==> src/sv/sbme_pkg.sv <==
`default_nettype none
package sbme_pkg;

   localparam int MAX_SIDE_DEF   = 256;
   localparam int MAX_MARGIN_DEF = 16;

   localparam int SIZE_W     = 9;
   localparam int MARGIN_W   = 5;
   localparam int COORD_W    = 8;
   localparam int PIX_W      = 8;
   localparam int SHIFT_W    = 7;
   localparam int COUNT_W    = 11;
   localparam int CSR_IDX_W  = 2;
   localparam int CSR_DATA_W = SIZE_W;

   localparam int QUEUE_DEPTH = 2;

   localparam logic [CSR_IDX_W-1:0] REG_IMAGE_SIZE = 2'd0;
   localparam logic [CSR_IDX_W-1:0] REG_MARGIN     = 2'd1;
   localparam logic [CSR_IDX_W-1:0] REG_SKIP_WHITE = 2'd2;

   localparam logic [SIZE_W-1:0]   IMAGE_SIZE_RST = 9'd256;
   localparam logic [MARGIN_W-1:0] MARGIN_RST     = 5'd4;

   localparam logic [PIX_W-1:0] WHITE = 8'd255;

   typedef enum logic {
      ACT_LOAD  = 1'b0,
      ACT_MATCH = 1'b1
   } action_type;

   typedef struct packed {
      logic [SIZE_W-1:0]   image_size;
      logic [MARGIN_W-1:0] margin;
      logic                skip_white;
   } csr_type;

   // For a load, out_of_range marks a position outside the store.
   typedef struct packed {
      action_type         action;
      logic               out_of_range;
      logic [COORD_W-1:0] row;
      logic [COORD_W-1:0] col;
      logic [PIX_W-1:0]   left_pixel;
      logic [PIX_W-1:0]   right_pixel;
   } item_type;

   function automatic int side_clamp(input int size, input int max_side);
      return (size > max_side) ? max_side : size;
   endfunction

   function automatic int margin_clamp(input int m, input int max_margin);
      int r;
      r = (m < 1) ? 1 : m;
      return (r > max_margin) ? max_margin : r;
   endfunction

endpackage
`default_nettype wire

==> src/sv/sbme_front.sv <==
`default_nettype none
module sbme_front #(
   parameter int MAX_SIDE   = sbme_pkg::MAX_SIDE_DEF,
   parameter int MAX_MARGIN = sbme_pkg::MAX_MARGIN_DEF
) (
   input  wire logic                                 clock,
   input  wire logic                                 reset,
   input  wire logic                                 csr_write_en,
   input  wire logic [sbme_pkg::CSR_IDX_W-1:0]       csr_index,
   input  wire logic [sbme_pkg::CSR_DATA_W-1:0]      csr_wdata,
   input  wire logic                                 req_valid,
   output      logic                                 req_ready,
   input  wire sbme_pkg::action_type                 req_action,
   input  wire logic [sbme_pkg::COORD_W-1:0]         req_row,
   input  wire logic [sbme_pkg::COORD_W-1:0]         req_col,
   input  wire logic [sbme_pkg::PIX_W-1:0]           req_left_pixel,
   input  wire logic [sbme_pkg::PIX_W-1:0]           req_right_pixel,
   output      sbme_pkg::csr_type                    cfg,
   output      logic                                 push_valid,
   input  wire logic                                 push_ready,
   output      sbme_pkg::item_type                   push_item
);

   sbme_pkg::csr_type cfg_ff, cfg_in;

   always_comb begin
      cfg_in = cfg_ff;
      if (csr_write_en) begin
         case (csr_index)
            sbme_pkg::REG_IMAGE_SIZE: cfg_in.image_size = csr_wdata;
            sbme_pkg::REG_MARGIN:     cfg_in.margin = csr_wdata[sbme_pkg::MARGIN_W-1:0];
            sbme_pkg::REG_SKIP_WHITE: cfg_in.skip_white = csr_wdata[0];
            default:                  cfg_in = cfg_ff;
         endcase
      end
   end

   always_ff @(posedge clock) begin
      if (reset) begin
         cfg_ff.image_size <= sbme_pkg::IMAGE_SIZE_RST;
         cfg_ff.margin     <= sbme_pkg::MARGIN_RST;
         cfg_ff.skip_white <= 1'b0;
      end else begin
         cfg_ff <= cfg_in;
      end
   end

   assign cfg = cfg_ff;

   always_comb begin
      int n;
      int m;
      int r;
      int c;
      n = sbme_pkg::side_clamp(int'(cfg_ff.image_size), MAX_SIDE);
      m = sbme_pkg::margin_clamp(int'(cfg_ff.margin), MAX_MARGIN);
      r = int'(req_row);
      c = int'(req_col);
      push_item.action      = req_action;
      push_item.row         = req_row;
      push_item.col         = req_col;
      push_item.left_pixel  = req_left_pixel;
      push_item.right_pixel = req_right_pixel;
      if (req_action == sbme_pkg::ACT_LOAD) begin
         push_item.out_of_range = (r >= MAX_SIDE) || (c >= MAX_SIDE);
      end else begin
         push_item.out_of_range = (n < 2 * m + 1) || (r < m) || (c < m) ||
                                  (r >= n - m) || (c >= n - m);
      end
   end

   assign push_valid = req_valid;
   assign req_ready  = push_ready;

endmodule
`default_nettype wire

==> config.mk <==
export PLATFORM = sky130hd
export DESIGN_NAME = sbme_front
export DESIGN_NICKNAME = d
export VERILOG_FILES = /design/src/sv/sbme_pkg.sv /design/src/sv/sbme_front.sv
export SDC_FILE = /design/constraint.sdc
export NUM_CORES = 1
export LEC_CHECK = 0
export ABC_CLOCK_PERIOD_IN_PS = 4070
export BUFFER_PORTS_ARGS = -buffer_cell sky130_fd_sc_hd__buf_2
export CAP_MARGIN = 20
export CORE_MARGIN = 2
export CORE_UTILIZATION = 46
export CTS_CLUSTER_SIZE = 20
export DETAILED_ROUTE_END_ITERATION = 10
export HOLD_SLACK_MARGIN = 0.15
export PLACE_DENSITY_LB_ADDON = 0.1
export SLEW_MARGIN = 10
export SYNTH_ARGS = -nofsm -noshare
export SYNTH_HDL_FRONTEND = slang
export SYNTH_SLANG_ARGS = --single-unit
==> constraint.sdc <==
create_clock -name clock -period 4.07 [get_ports clock]
set_clock_uncertainty 0.05 [all_clocks]
set_input_delay 0.2035 -clock clock [delete_from_list [all_inputs] [get_ports clock]]
set_output_delay 0.2035 -clock clock [all_outputs]
set_load 0.05 [all_outputs]
Word-level counts from Yosys, hierarchy flattened
Cells that the tools add are included.
{"block": "word_totals", "output_inout_bits": 51, "in_bits": 49, "ff_bits": 15}
{"block": "op_classes", "muxes": 4, "reduce_logical": 8, "n_lt_le_gt_ge": 8, "eq_ne": 2, "n_addsub": 2}
{"cell": "$ge A9 B10 Y1", "count": 2}
{"cell": "$lt A8 B5 Y1", "count": 2}
{"cell": "$mux W5", "count": 2}
{"cell": "$sub A9 B5 Y10", "count": 1}
{"cell": "$gt A9 B9 Y1 const B", "count": 1}
{"cell": "$lt A9 B7 Y1", "count": 1}
{"cell": "$mux W9", "count": 1}
{"cell": "$add A6 B1 Y7 const B", "count": 1}
{"cell": "$reduce_and A2 Y1", "count": 3}
{"cell": "$gt A5 B5 Y1 const B", "count": 1}
{"cell": "$lt A5 B1 Y1 const B", "count": 1}
{"cell": "$logic_or A1 B1 Y1", "count": 4}
{"cell": "$eq A2 B1 Y1 const B", "count": 1}
{"cell": "$eq A2 B2 Y1 const B", "count": 1}
{"cell": "$logic_not A2 Y1", "count": 1}
{"cell": "$mux W1", "count": 1}

Depth between registers and ports, before layout
{"block": "depth", "ltp_word": 11, "ltp_mapped": 16, "depth_no_buf": 16}

Worst setup path before layout
Ideal clock, no wire load.
{"block": "synth_path", "kind": "register to output", "start": "reg cfg_ff, in the netlist cfg[14]", "end": "out push_item[32] in the netlist's numbering", "arrival_time_ps": 3539, "setup_slack_ps": 277, "stages_incl_launch_ff": 13, "n_path_buf": 1, "path_cell_list": "dfxtp_1 > clkbuf_1 > nand2b_1 > ha_1 > inv_1 > fa_1 > xnor2_1 > ha_1 > o21ai_0 > a21oi_1 > maj3_2 > o2111ai_1 > a31oi_1"}
{"item": "start: declaration", "line": "sbme_front.sv:24", "text": "sbme_pkg::csr_type cfg_ff, cfg_in;"}
{"item": "start signal: assignment", "line": "sbme_front.sv:44", "text": "cfg_ff <= cfg_in;"}
{"item": "end: declaration", "line": "sbme_front.sv:21", "text": "output sbme_pkg::item_type push_item"}

==> impl_metrics.tcl <==
set metrics [dict create \
    status "completed" \
    route.vias.total 1593 \
    gp_congestion 0.831 \
    max-clock-path-buffers 2 \
    path_class "register to output pin" \
    netlist-cell-type-count 46 \
    synth_area_per_cell_sq_um 8.30 \
    tightest_slew_ps 906 \
    htreeDepth 1 \
    maxSlewHeadroom_pct 39.3 \
    ant_nets 0 \
    final_cell_mix "63 x buf_2, 28 x ha_1, 23 x nor2_1" \
    required_ps 3820 \
    cts-root-buf "clkbuf_8" \
    cp.arrival_ps 3530 \
    crit_chain "or3_1 -> nand2_1 -> nand2_1 -> inv_2 -> ha_1 -> inv_1 -> fa_1 -> xnor2_1 -> ha_1 -> a2111oi_2 -> nor3_1 -> maj3_1 -> o211ai_1 -> a31oi_1 -> buf_2" \
    die_x_um 67.3 \
    crit_slowest_cell "fa_1" \
    antenna_cells 0 \
    cp-end-kind "output pin" \
    hold_violations 0 \
    report.final.setup_viol 0 \
    grt_pass1_vias 1509 \
    die_area_sq_um 4530 \
    grt.met3_usage_pct 3.00 \
    path_max_fanout 4 \
    vdd_drop_max_mv 0.201 \
    drive_above_1_share_pct 30.5 \
    cts_made_buffers 3 \
    syn_area_sq_um 1840 \
    yosysWarningCount 0 \
    min_path_type "input pin to register" \
    io_buffer_count 63 \
    grt_use_met1_pct 21.3 \
    fin_crit_sh_pct 92.9 \
    synth_ff_type "dfxtp_1" \
    post_cts.repair.setup_buffers 0 \
    finalPower_mw 0.498 \
    final_common_cell "buf_2" \
    cts_resized 0 \
    dr.pass1.iters 4 \
    slew_violations 0 \
    ys_ff_latch 15 \
    powerDensity_nw_per_um2 244 \
    syn_to_final_growth_pct 10.9 \
    yosysSeqAreaShare_pct 16.3 \
    async_flop_share_pct 0 \
    num_rows 23 \
    dp_hpwl_um 3290 \
    maxCapViolCount 0 \
    grt.met2_usage_pct 30.7 \
    synthCells 222 \
    wl_um 3880 \
    antenna_found_initial 0 \
    insertion_delay_ps 240 \
    cts_tree "built" \
    viasPerCell 5.21 \
    layout_min_cycle_time_ps 3780 \
    cts.sinks 15 \
    synth_edf_count 0 \
    largest_reg_flops 15 \
    wl_per_cell_um 12.7 \
    drc_errors 0 \
    die_h_um 67.3 \
    rsz0062_at_grt "false" \
    grt_pass1_wl_um 6240 \
    core_area_sq_um 3910 \
    start_kind "register" \
    first_iter_violations 17 \
    initial_core_util_pct 47.1 \
    track_usage_pct 17.6 \
    nets 335 \
    clk_pin_slew_ps 60 \
    finalSetupTns_ps 0 \
    leakage_nw 1.01 \
    slowest_delay_ps 410 \
    grt.overflow.total 0 \
    grt_busiest_layer "met2" \
    synth_nets 300 \
    num_io_pins 100 \
    grt_max_degree 16 \
    fmaxAchievable_mhz 265 \
]
-- worst paths after layout --
kind | start | end | slack (ps) | cells past startpoint
setup / recovery | cfg[2] | push_item[32] | 290 | 15
hold / removal | csr_wdata[3] | cfg[4] | 160 | 3
setup reg to reg | cfg[14] | cfg[14] | 2960 | 3
hold reg to reg | cfg[0] | cfg[0] | 450 | 2
-- layer usage --
metal | up-vias | part of all wire, %
met5 | - | 0
met4 | 0 | 1.9
met3 | 13 | 5.5
met2 | 50 | 44
met1 | 706 | 49
li1 | 824 | -
-- through the flow --
stage | utilization (%) | instances | cell area (sq um) | hold WS, ps | setup WS (ps)
floorplan | - | 222 | 1840 | 226 | 277
global placement | 50.0 | 298 | 1960 | 357 | 513
detailed placement | 50.0 | 298 | 1960 | 357 | 530
CTS | 52.2 | 306 | 2040 | 152 | 260
global route | 52.2 | 306 | 2040 | 184 | 54.7
finish | 52.2 | 306 | 2040 | 157 | 290
-- Yosys cell counts, types with 2 or more instances --
cell      count  area share [%]
nor3_1        5             1.4
a21oi_1       8             2.2
nand2b_1      5             1.7
xnor2_1       2            0.95
nor2_1       23             4.7
nor4_1        2            0.68
a211o_1       4             1.9
and2_1        2            0.68
inv_1         9             1.8
or3_1         2            0.68
o211ai_1      4             1.6
inv_2         2            0.41
xor2_1        2            0.95
ha_1         28              19
o21ai_1       4             1.1
a211oi_1      2            0.81
nor2b_1       9             3.1
buf_4        35              14
nand2_1       9             1.8
clkbuf_1      2            0.41
dfxtp_1      15              16
o21a_1        4             1.6
mux2i_1      13             7.1
o21ai_0       6             1.6
nand3b_1      4             1.6
-- where the power goes --
group          total [mW]  internal (mW)  switching, mW
clock               0.119         0.0693         0.0497
sequential          0.158          0.152        0.00548
combinational       0.221         0.0838          0.137
total               0.498          0.305          0.192
-- worst max-delay path: cells and delay by family (launching register included) --
| kind | cells | cell delay, ps |
|---|---|---|
| flops | 1 | 330 |
| xor+xnor | 1 | 190 |
| buf+inv | 3 | 340 |
| simple gates | 4 | 660 |
| fa+ha+maj | 4 | 1160 |
| compound gates | 3 | 620 |
-- final cells by class --
| class | instances | area (sq um) |
|---|---|---|
| clock buffers | 4 | 45.0 |
| fillers | 395 | 1870 |
| inverters | 11 | 41.3 |
| multi-input cells | 158 | 1230 |
| flip-flops and latches | 15 | 300 |
| well taps | 50 | 62.6 |
| repair buffers | 68 | 363 |
-- kinds of logic (layout without fill, tap and decap cells) --
group	count (synthesis)	count (layout)	synth area share, %
compound gates	45	45	17.7
xor+xnor	4	4	1.90
fa+ha+maj	31	31	21.2
buf+inv	49	83	17.2
flops	15	15	16.3
mux	14	14	7.87
simple gates	64	64	17.9
-- repair_timing --
item                       CTS  global route
hold buffers                 4             0
setup endpoints to repair    0             0
hold endpoints to repair     4             0
No activity file was read; power rests on OpenSTA's default activity.
