--- config.mk ---
export PLATFORM = sky130hd
export DESIGN_NAME = sbme_queue
export DESIGN_NICKNAME = d
export VERILOG_FILES = /design/src/sv/sbme_pkg.sv /design/src/sv/sbme_queue.sv
export SDC_FILE = /design/constraint.sdc
export NUM_CORES = 1
export LEC_CHECK = 0
export BUFFER_PORTS_ARGS = -buffer_cell sky130_fd_sc_hd__buf_2
export CELL_PAD_IN_SITES_DETAIL_PLACEMENT = 1
export CELL_PAD_IN_SITES_GLOBAL_PLACEMENT = 2
export CORE_ASPECT_RATIO = 1.25
export CORE_MARGIN = 5
export CORE_UTILIZATION = 35
export CTS_BUF_LIST = sky130_fd_sc_hd__clkbuf_4 sky130_fd_sc_hd__clkbuf_8
export DETAILED_ROUTE_END_ITERATION = 8
export PLACE_DENSITY = 0.88
export SLEW_MARGIN = 20
export SYNTH_ARGS = -nofsm -noshare
export SYNTH_HDL_FRONTEND = slang
export SYNTH_SLANG_ARGS = --single-unit
--- constraint.sdc ---
create_clock -name clock -period 1.7 [get_ports clock]
set_input_delay 0.085 -clock clock [delete_from_list [all_inputs] [get_ports clock]]
set_output_delay 0.085 -clock clock [all_outputs]
set_load 0.005 [all_outputs]
--- src/sv/sbme_pkg.sv ---
`default_nettype none
package sbme_pkg;

   localparam int MAX_SIDE_DEF   = 256;
   localparam int MAX_MARGIN_DEF = 16;

   localparam int SIZE_W     = 9;
   localparam int MARGIN_W   = 5;
   localparam int COORD_W    = 8;
   localparam int PIX_W      = 8;
   localparam int SHIFT_W    = 7;
   localparam int COUNT_W    = 11;
   localparam int CSR_IDX_W  = 2;
   localparam int CSR_DATA_W = SIZE_W;

   localparam int QUEUE_DEPTH = 2;

   localparam logic [CSR_IDX_W-1:0] REG_IMAGE_SIZE = 2'd0;
   localparam logic [CSR_IDX_W-1:0] REG_MARGIN     = 2'd1;
   localparam logic [CSR_IDX_W-1:0] REG_SKIP_WHITE = 2'd2;

   localparam logic [SIZE_W-1:0]   IMAGE_SIZE_RST = 9'd256;
   localparam logic [MARGIN_W-1:0] MARGIN_RST     = 5'd4;

   localparam logic [PIX_W-1:0] WHITE = 8'd255;

   typedef enum logic {
      ACT_LOAD  = 1'b0,
      ACT_MATCH = 1'b1
   } action_type;

   typedef struct packed {
      logic [SIZE_W-1:0]   image_size;
      logic [MARGIN_W-1:0] margin;
      logic                skip_white;
   } csr_type;

   // For a load, out_of_range marks a position outside the store.
   typedef struct packed {
      action_type         action;
      logic               out_of_range;
      logic [COORD_W-1:0] row;
      logic [COORD_W-1:0] col;
      logic [PIX_W-1:0]   left_pixel;
      logic [PIX_W-1:0]   right_pixel;
   } item_type;

   function automatic int side_clamp(input int size, input int max_side);
      return (size > max_side) ? max_side : size;
   endfunction

   function automatic int margin_clamp(input int m, input int max_margin);
      int r;
      r = (m < 1) ? 1 : m;
      return (r > max_margin) ? max_margin : r;
   endfunction

endpackage
`default_nettype wire

--- src/sv/sbme_queue.sv ---
`default_nettype none
module sbme_queue (
   input  wire logic               clock,
   input  wire logic               reset,
   input  wire logic               push_valid,
   output      logic               push_ready,
   input  wire sbme_pkg::item_type push_item,
   output      logic               pop_valid,
   input  wire logic               pop_ready,
   output      sbme_pkg::item_type pop_item
);

   localparam int DEPTH = sbme_pkg::QUEUE_DEPTH;
   localparam int PW    = (DEPTH > 1) ? $clog2(DEPTH) : 1;
   localparam int NW    = $clog2(DEPTH + 1);

   sbme_pkg::item_type slot_ff [DEPTH];
   logic [PW-1:0] wr_ptr_ff, wr_ptr_in, rd_ptr_ff, rd_ptr_in;
   logic [NW-1:0] count_ff, count_in;
   logic          do_push, do_pop;

   assign push_ready = (count_ff != NW'(DEPTH));
   assign pop_valid  = (count_ff != '0);
   assign pop_item   = slot_ff[rd_ptr_ff];
   assign do_push    = push_valid && push_ready;
   assign do_pop     = pop_valid && pop_ready;

   always_comb begin
      wr_ptr_in = wr_ptr_ff;
      rd_ptr_in = rd_ptr_ff;
      count_in  = count_ff;
      if (do_push) begin
         wr_ptr_in = (wr_ptr_ff == PW'(DEPTH - 1)) ? '0 : wr_ptr_ff + 1'b1;
      end
      if (do_pop) begin
         rd_ptr_in = (rd_ptr_ff == PW'(DEPTH - 1)) ? '0 : rd_ptr_ff + 1'b1;
      end
      if (do_push && !do_pop) begin
         count_in = count_ff + 1'b1;
      end else if (do_pop && !do_push) begin
         count_in = count_ff - 1'b1;
      end
   end

   always_ff @(posedge clock) begin
      if (reset) begin
         wr_ptr_ff <= '0;
         rd_ptr_ff <= '0;
         count_ff  <= '0;
      end else begin
         wr_ptr_ff <= wr_ptr_in;
         rd_ptr_ff <= rd_ptr_in;
         count_ff  <= count_in;
      end
   end

   always_ff @(posedge clock) begin
      if (do_push) begin
         slot_ff[wr_ptr_ff] <= push_item;
      end
   end

endmodule
`default_nettype wire

Word-level counts from Yosys, hierarchy flattened
Memories as Yosys holds them, arrays and structs flattened. A register that Yosys moved wholly into a read port is not among the register bits.
Index checks and enable logic that the tools add are counted.
{"block": "op_classes", "add_sub_neg": 4, "eq_ne": 1, "muxes": 8, "reduce_logical": 8}
{"cell": "1-bit 2-to-1 mux", "n": 6}
{"cell": "1-bit logical AND", "n": 4}
{"cell": "2-bit 2-to-1 mux", "n": 2}
{"cell": "2-bit nonzero test", "n": 2}
{"cell": "1-bit adder, second input constant", "n": 2}
{"cell": "2-bit by 1-bit adder with 2-bit output, second input constant", "n": 1}
{"cell": "1-bit zero test", "n": 2}
{"cell": "2-bit inequality test, second input constant", "n": 1}
{"cell": "2-bit by 1-bit subtractor with 2-bit output, second input constant", "n": 1}
{"block": "totals", "ff_bits": 4, "ram_bits": 68, "in_bits": 38, "output_inout_bits": 36, "wordCells": 25, "n_memories": 1}
{"name": "slot_ff", "depth": 2, "width": 34, "read_ports": 1, "rd_clocked_by_memory_dff": 1, "write_ports": 1, "line_no": "sbme_queue.sv:17", "rtl": "sbme_pkg::item_type slot_ff [DEPTH];"}

Logic depth before layout (Yosys ltp)
Gate-level depths: netlist of the first run.
{"block": "logic_depth", "depth_word": 6, "ltp_mapped": 6, "ltp_nobuf": 6}

Worst setup path after synthesis of the first run
OpenSTA, ideal clock, no wires.
{"block": "synth_path", "kind": "reg-to-reg", "from": "register count_ff[0]", "to": "memory slot_ff[1][0] (netlist bit), enable pin", "setup_time_ps": 394, "arrival_time_ps": 1472, "required_time_ps": 1306, "slack_ps": -166, "path_stages_with_launch": 3, "path_buffers": 0, "synth_period_minus_slack_ps": 1866, "cell_sequence": "dfxtp_1 nand2b_1 and3_1"}
{"block": "synth_between", "elab_chain_len": 4}
{"element": "start: declaration", "line_no": "sbme_queue.sv:19", "rtl": "logic [NW-1:0] count_ff, count_in;"}
{"element": "start signal: assignment", "line_no": "sbme_queue.sv:53", "rtl": "count_ff <= count_in;"}
{"element": "2-bit inequality test", "line_no": "sbme_queue.sv:22", "rtl": "assign push_ready = (count_ff != NW'(DEPTH));"}
{"element": "via push_ready", "line_no": "sbme_queue.sv:6", "rtl": "output logic push_ready,"}
{"element": "1-bit logical AND", "line_no": "sbme_queue.sv:25", "rtl": "assign do_push = push_valid && push_ready;"}
{"element": "1-bit 2-to-1 mux", "line_no": "sbme_queue.sv:58", "rtl": "if (do_push) begin"}
{"element": "1-bit 2-to-1 mux (not written as such)", "line_no": "sbme_queue.sv:59", "rtl": "slot_ff[wr_ptr_ff] <= push_item;"}
{"element": "end: declaration", "line_no": "sbme_queue.sv:17"}
The timed path passes the listed nets, and every way through them passes these cells.

Final worst setup path of the first run
{"block": "layout_path", "from": "register count_ff[0]", "to": "register count_ff[1]"}
{"block": "layout_between", "elab_chain_len": 5, "elab_cells_between_ends": 13, "classes_between": "2 x add/sub; 1 x eq/ne; 2 x mux; 8 x reduce/logical"}
{"element": "2-bit inequality test *", "line_no": "sbme_queue.sv:22"}
{"element": "1-bit logical AND *", "line_no": "sbme_queue.sv:25"}
{"element": "via do_push", "line_no": "sbme_queue.sv:20", "rtl": "logic do_push, do_pop;"}
{"element": "1-bit zero test", "line_no": "sbme_queue.sv:40", "rtl": "end else if (do_pop && !do_push) begin"}
{"element": "1-bit logical AND", "line_no": "sbme_queue.sv:40"}
{"element": "2-bit nonzero test (no source line)"}
The timed path passes the listed nets; every way through them passes the cells marked *. The select of a mux whose other input is x is not followed.
A chain may end at the register's enable or synchronous reset.

==> results of run 1 <==
power by group through the flow:
stage,logic (W),clock network [W],registers (W)
floorplan,0.000698,0,0.00234
finish,0.00127,0.00109,0.00233
detailed placement,0.00122,0,0.00237
global placement,0.00119,0,0.00235
global route,0.00139,0.00123,0.00235
CTS,0.00129,0.00113,0.00233
final timing paths:
check,end,from,cells after the start,slack [ns]
worst max register to register,count_ff[1],count_ff[0],5,0.12
worst min register to register,rd_ptr_ff,rd_ptr_ff,2,0.54
worst min-delay path,wr_ptr_ff,push_valid,3,0.11
worst max-delay path,count_ff[1],count_ff[0],5,0.12
worst max-delay path, stage by stage, from the launching register on:
cell and delay (ns):
dfxtp_1 0.35, nand2b_4 0.17, and2_1 0.17, ha_1 0.33, or3_1 0.35, a21oi_1 0.14
metal layers:
layer  track usage  wire length [µm]  vias to the layer above
li1              -                 -                      745
met1         0.125              2000                      763
met2         0.233              3190                       42
met3        0.0391               289                        6
met4        0.0680                92                        0
met5             0                 0                        -
kinds of logic after synthesis:
| logic type | Yosys count | share of synthesized area |
|---|---|---|
| flops | 73 | 0.802 |
| mux | 34 | 0.143 |
| simple gates | 9 | 0.0187 |
| compound gates | 5 | 0.0112 |
| buf+inv | 5 | 0.0108 |
| xor+xnor | 3 | 0.00983 |
| fa+ha+maj | 1 | 0.00468 |
registers in the layout, summed over array words and instances (netlist names), named ones only:
| name | cells |
|---|---|
| rd_ptr_ff | 1 |
| wr_ptr_ff | 1 |
| slot_ff | 68 |
| count_ff | 2 |
cell type report:
class,count,area [µm²],share of cell area
clock buffer,10,131,0.0353
clock inverter,6,25.0,0.00673
inverter,1,7.51,0.00202
multi-input combinational,52,510,0.137
sequential,73,2140,0.576
tap,92,115,0.0310
timing repair buffer,114,786,0.211
per-stage QoR:
step           instances  hold WS [ns]  utilization  setup slack (ns)
3_5_place_dp         297         0.277        0.433            0.0436
4_1_cts              348        0.0867        0.501            0.0188
3_3_place_gp         297         0.273        0.433             0.133
2_1_floorplan        130         0.154            -             0.135
6_report             348         0.107        0.502             0.120
5_1_grt              348        0.0826        0.502            0.0381
cells in the mapped netlist:
library cell and n:
buf_4 2, inv_1 1, dfxtp_1 5, or3_1 1
xor2_1 3, nor2_1 3, nand2b_1 1, a21oi_1 2
mux2_2 34, ha_1 1, edfxtp_1 68, or2_2 1
and3_1 1, and2_1 1, nand3b_1 1, a21bo_2 1
o21ai_0 2, buf_2 2
what timing repair did:
action	4_1_cts	5_1_grt
hold buffers	35	0
gates resized for setup	0	2
setup endpoints to repair	0	1
setup buffers	0	0
endpoints found under the hold margin	73	0
==> flow_metrics.tcl, run 1 <==
set metrics [dict create \
    grt_max_degree 21 \
    skew_ns 0.00546 \
    seq_power_share 0.497 \
    power.share.clock 0.232 \
    synth.area.top_cells "edfxtp_1, mux2_2, dfxtp_1, xor2_1, buf_4" \
    ir_worst_vdd_uv 722 \
    die_area_um2 9490 \
    maxSlewViolCount 0 \
    io_buffers 73 \
    synthCells 130 \
    p_leak_nw 1.41 \
    fin_crit_ns 1.58 \
    overflow 0 \
    ys.warnings.count 0 \
    core-area_um2 7400 \
    timing.setup.tns_ns 0 \
    switchingPower_w 0.00123 \
    syn_to_final_growth_pct 39.1 \
    routedWlPerCell_um 16.0 \
    grt_pass1_wl_um 8780 \
    internal_power_w 0.00346 \
    final-hold-violation-count 0 \
    ys_types 18 \
    fp-row-count 35 \
    syn_nets 169 \
    required_ns 1.96 \
    ioPinCount 74 \
    cts_tree "done" \
    start_util 0.361 \
    root_buffer "clkbuf_8" \
    crit_fanout 5 \
    numCtsBuffers 9 \
    remaining_drc_errors 0 \
    via_per_inst 4.47 \
    dr.pass1.iters 4 \
    synth_top_area_cell "edfxtp_1" \
    mostFrequentLayoutCells "buf_2, edfxtp_1, dlygate4sd3_1" \
    syn_area_um2 2670 \
    place_area_um2 3200 \
    setup_viol 0 \
    max_slew_margin 0.800 \
    clkTransAtPathRegs_ns 0.07 \
    end_kind "flip-flop" \
    numClockSinks 73 \
    fin_crit_sh 0.929 \
    fp.dieW_um 88.2 \
    wl_um 5570 \
    die_h_um 108 \
    yosysTopAreaCellShare 0.764 \
    antenna_left 0 \
    layout.nets 290 \
    gp_routability_congestion 0.695 \
    status "completed" \
    holdCritPathClass "input port to flip-flop" \
    ys_seq_area_frac 0.801 \
    grt_usage 0.127 \
    p_per_area_nw_per_um2 1260 \
    p_comb_frac 0.270 \
    avgSynthCellArea_um2 20.6 \
    hpwl_um 3700 \
    critPathArrivalTime_ns 1.84 \
    ys_ff_latch 73 \
    clock_path_buffers 2 \
    drtIter0Drc 32 \
    tightest_slew_ns 0.297 \
    final_area_um2 3720 \
    rsz0062_at_grt "no" \
    diodes 0 \
    max_cap_viol_count 0 \
    first_global_vias 1803 \
    fill_cells 744 \
    layout_commonest_cell "buf_2" \
    max_freq_mhz 633 \
    worstSetupPathType "flip-flop to flip-flop" \
    antenna_found_initial 0 \
    clock_latency_ns 0.33 \
    routed-via-count 1556 \
    finalPower_w 0.00469 \
    crit_path_start_kind "flip-flop" \
    sw_frac_of_total 0.262 \
    htree_levels 3 \
    drive_gt1_frac 0.508 \
]
Note: power is estimated with default switching activity, not from simulation.
==> run 2, diff against run 1 <==
--- a/config.mk
+++ b/config.mk
@@ -6,14 +6,12 @@
 export NUM_CORES = 1
 export LEC_CHECK = 0
 export BUFFER_PORTS_ARGS = -buffer_cell sky130_fd_sc_hd__buf_2
-export CELL_PAD_IN_SITES_DETAIL_PLACEMENT = 1
-export CELL_PAD_IN_SITES_GLOBAL_PLACEMENT = 2
 export CORE_ASPECT_RATIO = 1.25
 export CORE_MARGIN = 5
-export CORE_UTILIZATION = 35
+export CORE_UTILIZATION = 48
 export CTS_BUF_LIST = sky130_fd_sc_hd__clkbuf_4 sky130_fd_sc_hd__clkbuf_8
 export DETAILED_ROUTE_END_ITERATION = 8
-export PLACE_DENSITY = 0.88
+export PLACE_DENSITY = 0.87
 export SLEW_MARGIN = 20
 export SYNTH_ARGS = -nofsm -noshare
 export SYNTH_HDL_FRONTEND = slang
==> run 2 against run 1 <==
Against the previous run:
- die area fell by 24%
- clock skew grew 0.0051 ns
- combinational power is essentially flat
- fmax decreased by 1.6%
- count of clock-buffer cells in the layout grew 1
- via count rose by 1.7%
- clock power rose by 22%
- global-route usage increased by 3.5 points
- final area rose by 0.44%
- worst hold slack worse by 0.0081 ns
- critical path depth unchanged
- total power up 5.2%
==> flow_metrics.tcl, run 2 (synthesis gave the netlist of run 1 again) <==
set metrics [dict create \
    internal_power_w 0.00367 \
    skew_ns 0.0106 \
    p_leak_nw 1.43 \
    rrSetupSlack_ns 0.1 \
    numCtsBuffers 9 \
    final-hold-violation-count 0 \
    critPathBufInv 0 \
    cts_tree "done" \
    grt.met3_usage 0.0434 \
    reg_top3 "slot_ff: 68 flops, count_ff: 2 flops" \
    critPathLaunch "count_ff[0]" \
    start_util 0.494 \
    dr.pass1.iters 4 \
    r2r-end "count_ff[1]" \
    seq_area_um2 2140 \
    slowest_stage "dfxtp_1" \
    first_global_vias 1814 \
    timing.setup.tns_ns 0 \
    drtIter0Drc 78 \
    crit_fanout 5 \
    tightest_slew_ns 0.350 \
    multi_input_area_um2 510 \
    fp.dieW_um 76.7 \
    routed-via-count 1583 \
    core-area_um2 5410 \
    rsz0062_at_grt "no" \
    clkTransAtPathRegs_ns 0.07 \
    slowest_delay_ns 0.36 \
    die_area_um2 7170 \
    fin_crit_ns 1.60 \
    grt_usage 0.162 \
    io_buffers 73 \
    antenna_found_initial 0 \
    clock_latency_ns 0.34 \
    dpl.cell_count 268 \
    power.share.clock 0.270 \
    setup_viol 0 \
    cp.depth 5 \
    grt_util_met2 0.305 \
    fin_crit_sh 0.944 \
    wl_um 5530 \
    required_ns 1.97 \
    drive_gt1_frac 0.525 \
    hpwl_um 3460 \
    finalPower_w 0.00493 \
    cts_setup_buffers 0 \
    sw_frac_of_total 0.256 \
    grt_max_degree 29 \
    top_usage_layer "met2" \
    regMostFlops "slot_ff" \
    p_per_area_nw_per_um2 1320 \
    crit_path_start_kind "flip-flop" \
    via_per_inst 4.96 \
    end_kind "flip-flop" \
    maxSlewViolCount 0 \
    seq_power_share 0.476 \
    worstSetupPathType "flip-flop to flip-flop" \
    holdCritPathClass "input port to flip-flop" \
    layout.nets 289 \
    die_h_um 93.4 \
    switchingPower_w 0.00126 \
    r2r_start "count_ff[0]" \
    largest_reg_flops 68 \
    max_freq_mhz 623 \
    mostFrequentLayoutCells "buf_2, edfxtp_1, dlygate4sd3_1" \
    antenna_left 0 \
    cp_top_family "simple AND/OR/NAND/NOR gates" \
    routedWlPerCell_um 17.3 \
    grt_util_met1 0.158 \
    crit_chain "nand2b_4 -> and2_1 -> ha_1 -> or3_1 -> a21oi_1" \
    grt_pass1_wl_um 8730 \
    ir_worst_vdd_uv 1030 \
    critPathArrivalTime_ns 1.88 \
    ioPinCount 74 \
    remaining_drc_errors 0 \
    status "completed" \
    max_cap_viol_count 0 \
    root_buffer "clkbuf_8" \
    diodes 0 \
    htree_levels 3 \
    syn_to_final_growth_pct 39.7 \
    critPathCapture "count_ff[1]" \
    p_comb_frac 0.254 \
    fill_cells 359 \
    max_slew_margin 0.764 \
    clock_path_buffers 2 \
    fp-row-count 30 \
    gp_routability_congestion 0.700 \
    ff2ff_path_depth 5 \
    numClockSinks 73 \
    layout_commonest_cell "buf_2" \
    overflow 0 \
    layout.cells.non_filler 319 \
]
==> run 2: cell types whose count changed in the layout (fill, tap and decap cells not counted) <==
cell | before | now
bufinv_16 | 0 | 1
clkbuf_8 | 9 | 10
buf_4 | 4 | 2
clkinvlp_4 | 1 | 2
clkinv_4 | 0 | 1
buf_12 | 2 | 3
dfxtp_2 | 0 | 1
clkinv_1 | 4 | 0
dfxtp_1 | 5 | 4
==> run 2: layout make-up <==
| type | count | share of cell area |
|---|---|---|
| inverters | 1 | 0.00201 |
| flip-flops and latches | 73 | 0.574 |
| multi-input cells | 52 | 0.137 |
| well taps | 64 | 0.0214 |
| repair buffers | 113 | 0.212 |
| clock inverters | 5 | 0.0151 |
| clock buffers | 11 | 0.0389 |
==> run 2: tightest hold or removal path: stages <==
cell	delay, ns
buf_2	0.11
a21bo_2	0.13
a21oi_1	0.05
==> run 2: worst min path at each step <==
stage | slack (ns) | end | cells past startpoint | from
6_report | 0.1 | wr_ptr_ff | 3 | push_valid
4_1_cts | 0.08 | wr_ptr_ff | 3 | push_valid
3_3_place_gp | 0.27 | slot_ff[0][23] | 1 | push_item[23]
2_1_floorplan | 0.15 | count_ff[1] | 1 | reset
5_1_grt | 0.09 | wr_ptr_ff | 3 | push_valid
3_5_place_dp | 0.28 | slot_ff[1][5] | 1 | push_item[5]
==> run 2: metal layers <==
metal  vias up  routed length, µm
li1        745                  -
met1       771               1990
met2        50               3130
met3        17                233
met4         0                179
met5         -                  0
==> run 2: power by group through the flow <==
stage	combinational (W)	clock, W	sequential [W]
detailed placement	0.00119	0	0.00238
CTS	0.00126	0.00136	0.00235
global placement	0.00116	0	0.00236
finish	0.00125	0.00133	0.00235
floorplan	0.000698	0	0.00234
global route	0.00136	0.00144	0.00237
==> run 2: timing repair <==
item                                    4_1_cts  5_1_grt
endpoints found under the hold margin        73        0
endpoints found under the setup margin        2        1
hold buffers                                 35        0
gates resized for setup                       1        2
==> run 2: metrics by stage <==
stage | hold WS, ns | worst slack [ns] | cell area, µm² | util
floorplan | 0.154 | 0.135 | 2680 | -
global placement | 0.274 | 0.149 | 3170 | 0.587
detailed placement | 0.279 | 0.0452 | 3170 | 0.587
CTS | 0.0752 | 0.0236 | 3730 | 0.689
global route | 0.0929 | 0.00722 | 3730 | 0.691
finish | 0.0992 | 0.0954 | 3730 | 0.691
==> run 3, diff against run 2 <==
--- a/config.mk
+++ b/config.mk
@@ -5,13 +5,15 @@
 export SDC_FILE = /design/constraint.sdc
 export NUM_CORES = 1
 export LEC_CHECK = 0
+export ABC_AREA = 1
 export BUFFER_PORTS_ARGS = -buffer_cell sky130_fd_sc_hd__buf_2
 export CORE_ASPECT_RATIO = 1.25
 export CORE_MARGIN = 5
-export CORE_UTILIZATION = 48
+export CORE_UTILIZATION = 49
 export CTS_BUF_LIST = sky130_fd_sc_hd__clkbuf_4 sky130_fd_sc_hd__clkbuf_8
 export DETAILED_ROUTE_END_ITERATION = 8
-export PLACE_DENSITY = 0.87
+export PLACE_DENSITY = 0.88
+export SETUP_SLACK_MARGIN = 0.2
 export SLEW_MARGIN = 20
 export SYNTH_ARGS = -nofsm -noshare
 export SYNTH_HDL_FRONTEND = slang
==> run 3 against run 2 <==
Against the previous run:
- synthesized cell count up 10%
- critical path depth shrank 2
- via count increased by 3.4%
- combinational power up 16%
- die area increased by 3.9%
- wire length rose by 0.22%
- global-route usage shrank 0.65 points
- sequential power is essentially flat
==> flow_metrics.tcl, run 3 <==
set metrics [dict create \
    internal_power_w 0.00363 \
    ff2ff_path_depth 9 \
    r2r_start "count_ff[1]" \
    yosysTopAreaCellShare 0.717 \
    die_area_um2 7450 \
    r2r-end "count_ff[1]" \
    ioPinCount 74 \
    power.share.clock 0.222 \
    crit_chain "buf_12 -> mux2_2 -> buf_2" \
    ys.warnings.count 0 \
    max_freq_mhz 690 \
    ys_types 14 \
    yosys-top-cells-count "edfxtp_1, mux2_4, nand2_1, inv_1, nor2_1" \
    synth.area.top_cells "edfxtp_1, mux2_4, dfxtp_1, buf_12, mux2_2" \
    slowest_delay_ns 0.39 \
    antenna_left 0 \
    grt_pass1_wl_um 8520 \
    max_cap_viol_count 0 \
    maxSlewViolCount 0 \
    p_leak_nw 1.56 \
    place_area_um2 3330 \
    setup_viol 0 \
    crit_path_start_kind "flip-flop" \
    timing.setup.tns_ns 0 \
    ys_ff_latch 73 \
    overflow 0 \
    numCtsBuffers 9 \
    regMostFlops "slot_ff" \
    layout.nets 303 \
    fin_crit_ns 1.45 \
    final-hold-violation-count 0 \
    synth_top_area_cell "edfxtp_1" \
    via_per_inst 4.92 \
    slowest_stage "dfxtp_4" \
    first_global_vias 1766 \
    critPathBufInv 2 \
    antenna_found_initial 0 \
    final_area_um2 3870 \
    numClockSinks 73 \
    remaining_drc_errors 0 \
    routed-via-count 1637 \
    clkTransAtPathRegs_ns 0.07 \
    start_util 0.496 \
    hp-start "reset" \
    required_ns 1.62 \
    holdCritPathClass "input port to flip-flop" \
    reg_top3 "slot_ff: 68 flops, count_ff: 2 flops" \
    routedWlPerCell_um 16.7 \
    hpwl_um 3460 \
    sw_frac_of_total 0.262 \
    io_buffers 73 \
    cts_setup_buffers 0 \
    async_flop_share 0 \
    switchingPower_w 0.00129 \
    post-synth-top-count-cell "edfxtp_1" \
    syn_to_final_growth_pct 35.9 \
    synth_edf_count 68 \
    seq_power_share 0.482 \
    layout_commonest_cell "buf_2" \
    syn_area_um2 2850 \
    ys.flop_type "edfxtp_1" \
    root_buffer "clkbuf_8" \
    dr.pass1.iters 6 \
    ir_worst_vdd_uv 874 \
    end_kind "output pin" \
    htree_levels 3 \
    clock_latency_ns 0.33 \
    core-area_um2 5740 \
    ys_seq_area_frac 0.752 \
    p_comb_frac 0.295 \
    rrSetupSlack_ns 0.37 \
    drtIter0Drc 88 \
    grt_max_degree 27 \
    mostFrequentLayoutCells "buf_2, edfxtp_1, dlygate4sd3_1" \
    largest_reg_flops 68 \
    max_slew_margin 0.884 \
    p_per_area_nw_per_um2 1270 \
    critPathArrivalTime_ns 1.36 \
    fp.dieW_um 78.2 \
    clock_path_buffers 2 \
    die_h_um 95.2 \
    crit_fanout 13 \
    min_to "count_ff[1]" \
    avgSynthCellArea_um2 19.9 \
    wl_um 5550 \
    fin_crit_sh 0.853 \
    gp_routability_congestion 0.768 \
    grt_usage 0.156 \
    status "completed" \
    syn_nets 182 \
    drive_gt1_frac 0.498 \
    synthCells 143 \
    rsz0062_at_grt "yes" \
    fp-row-count 31 \
    cp_top_family "flip-flops" \
    worstSetupPathType "flip-flop to output pin" \
    final_util 0.674 \
    skew_ns 0.00438 \
    whs_path_depth 4 \
    diodes 0 \
    cts_tree "done" \
    tightest_slew_ns 0.172 \
]
[run 3: cell types whose count changed in the layout (fill, tap and decap cells not counted), sizes merged, moves of 2 or more]
cell / delta
clkbuf: +2
clkinvlp: -2
inv: +8
nand2: +9
nand3: +2
nor2: +4
xor2: -3
[run 3: cell type report]
type                    count  area, µm²
flip-flops and latches     73       2150
fillers                   400       1870
repair buffers            114        817
multi-input cells          58        642
clock buffers              12        146
well taps                  66       82.6
inverters                   8       30.0
clock inverters             2       7.51
[run 3: per-stage QoR]
| step | power, W | worst slack (ns) | hold slack (ns) | std cells |
|---|---|---|---|---|
| after floorplan | 0.00328 | 0.209 | 0.184 | 143 |
| after global placement | 0.00367 | 0.384 | 0.274 | 284 |
| after detailed placement | 0.00374 | 0.277 | 0.277 | 284 |
| after CTS | 0.00489 | 0.169 | 0.00895 | 332 |
| after global routing | 0.00519 | 0.187 | 0.0302 | 333 |
| final | 0.00492 | 0.250 | 0.0293 | 333 |
[run 3: worst max path at each step]
stage	from	endpoint	slack [ns]	depth (start not counted)
global route	flip-flop	pop_item[13]	0.19	3
finish	flip-flop	pop_item[18]	0.25	3
detailed placement	count_ff[0]	count_ff[1]	0.28	10
global placement	count_ff[0]	count_ff[1]	0.38	10
CTS	flip-flop	pop_item[18]	0.17	3
floorplan	count_ff[0]	slot_ff[0][0]	0.21	4
[run 3: cells by family (layout without fill, tap and decap cells)]
kind of cell / after synthesis / after routing / share of synthesized area
AND/OR/NAND/NOR: 19 / 19 / 0.0268
AO/OA/AOI/OAI: 4 / 4 / 0.00703
multiplexers: 34 / 34 / 0.174
adder cells (fa/ha/maj): 1 / 1 / 0.00439
flip-flops: 73 / 73 / 0.752
buffers and inverters: 12 / 136 / 0.0356
[run 3: timing repair]
action / 4_1_cts / 5_1_grt
setup endpoints to repair: 4 / 26
gates cloned: 0 / 1
hold endpoints to repair: 68 / 0
gates resized for setup: 0 / 4
hold buffers: 34 / 0
pin swaps: 0 / 0
[run 3: worst min-delay path, stage by stage]
cell and delay (ns):
buf_2 0.07, inv_1 0.06, nand2_1 0.07, nor2_1 0.03
[run 3: layer usage]
layer  vias to the layer above  track usage  routed length [µm]
li1                        775            -                   -
met4                         0       0.0729                  90
met1                       791        0.174                2110
met3                         8       0.0539                 347
met5                         -            0                   0
met2                        63        0.269                2990
[run 3: power groups by stage]
stage | combinational [W] | sequential, W | clock (W)
5_1_grt | 0.00158 | 0.00239 | 0.00122
4_1_cts | 0.00140 | 0.00236 | 0.00113
3_5_place_dp | 0.00134 | 0.00240 | 0
3_3_place_gp | 0.00129 | 0.00238 | 0
6_report | 0.00145 | 0.00237 | 0.00109
2_1_floorplan | 0.000910 | 0.00237 | 0
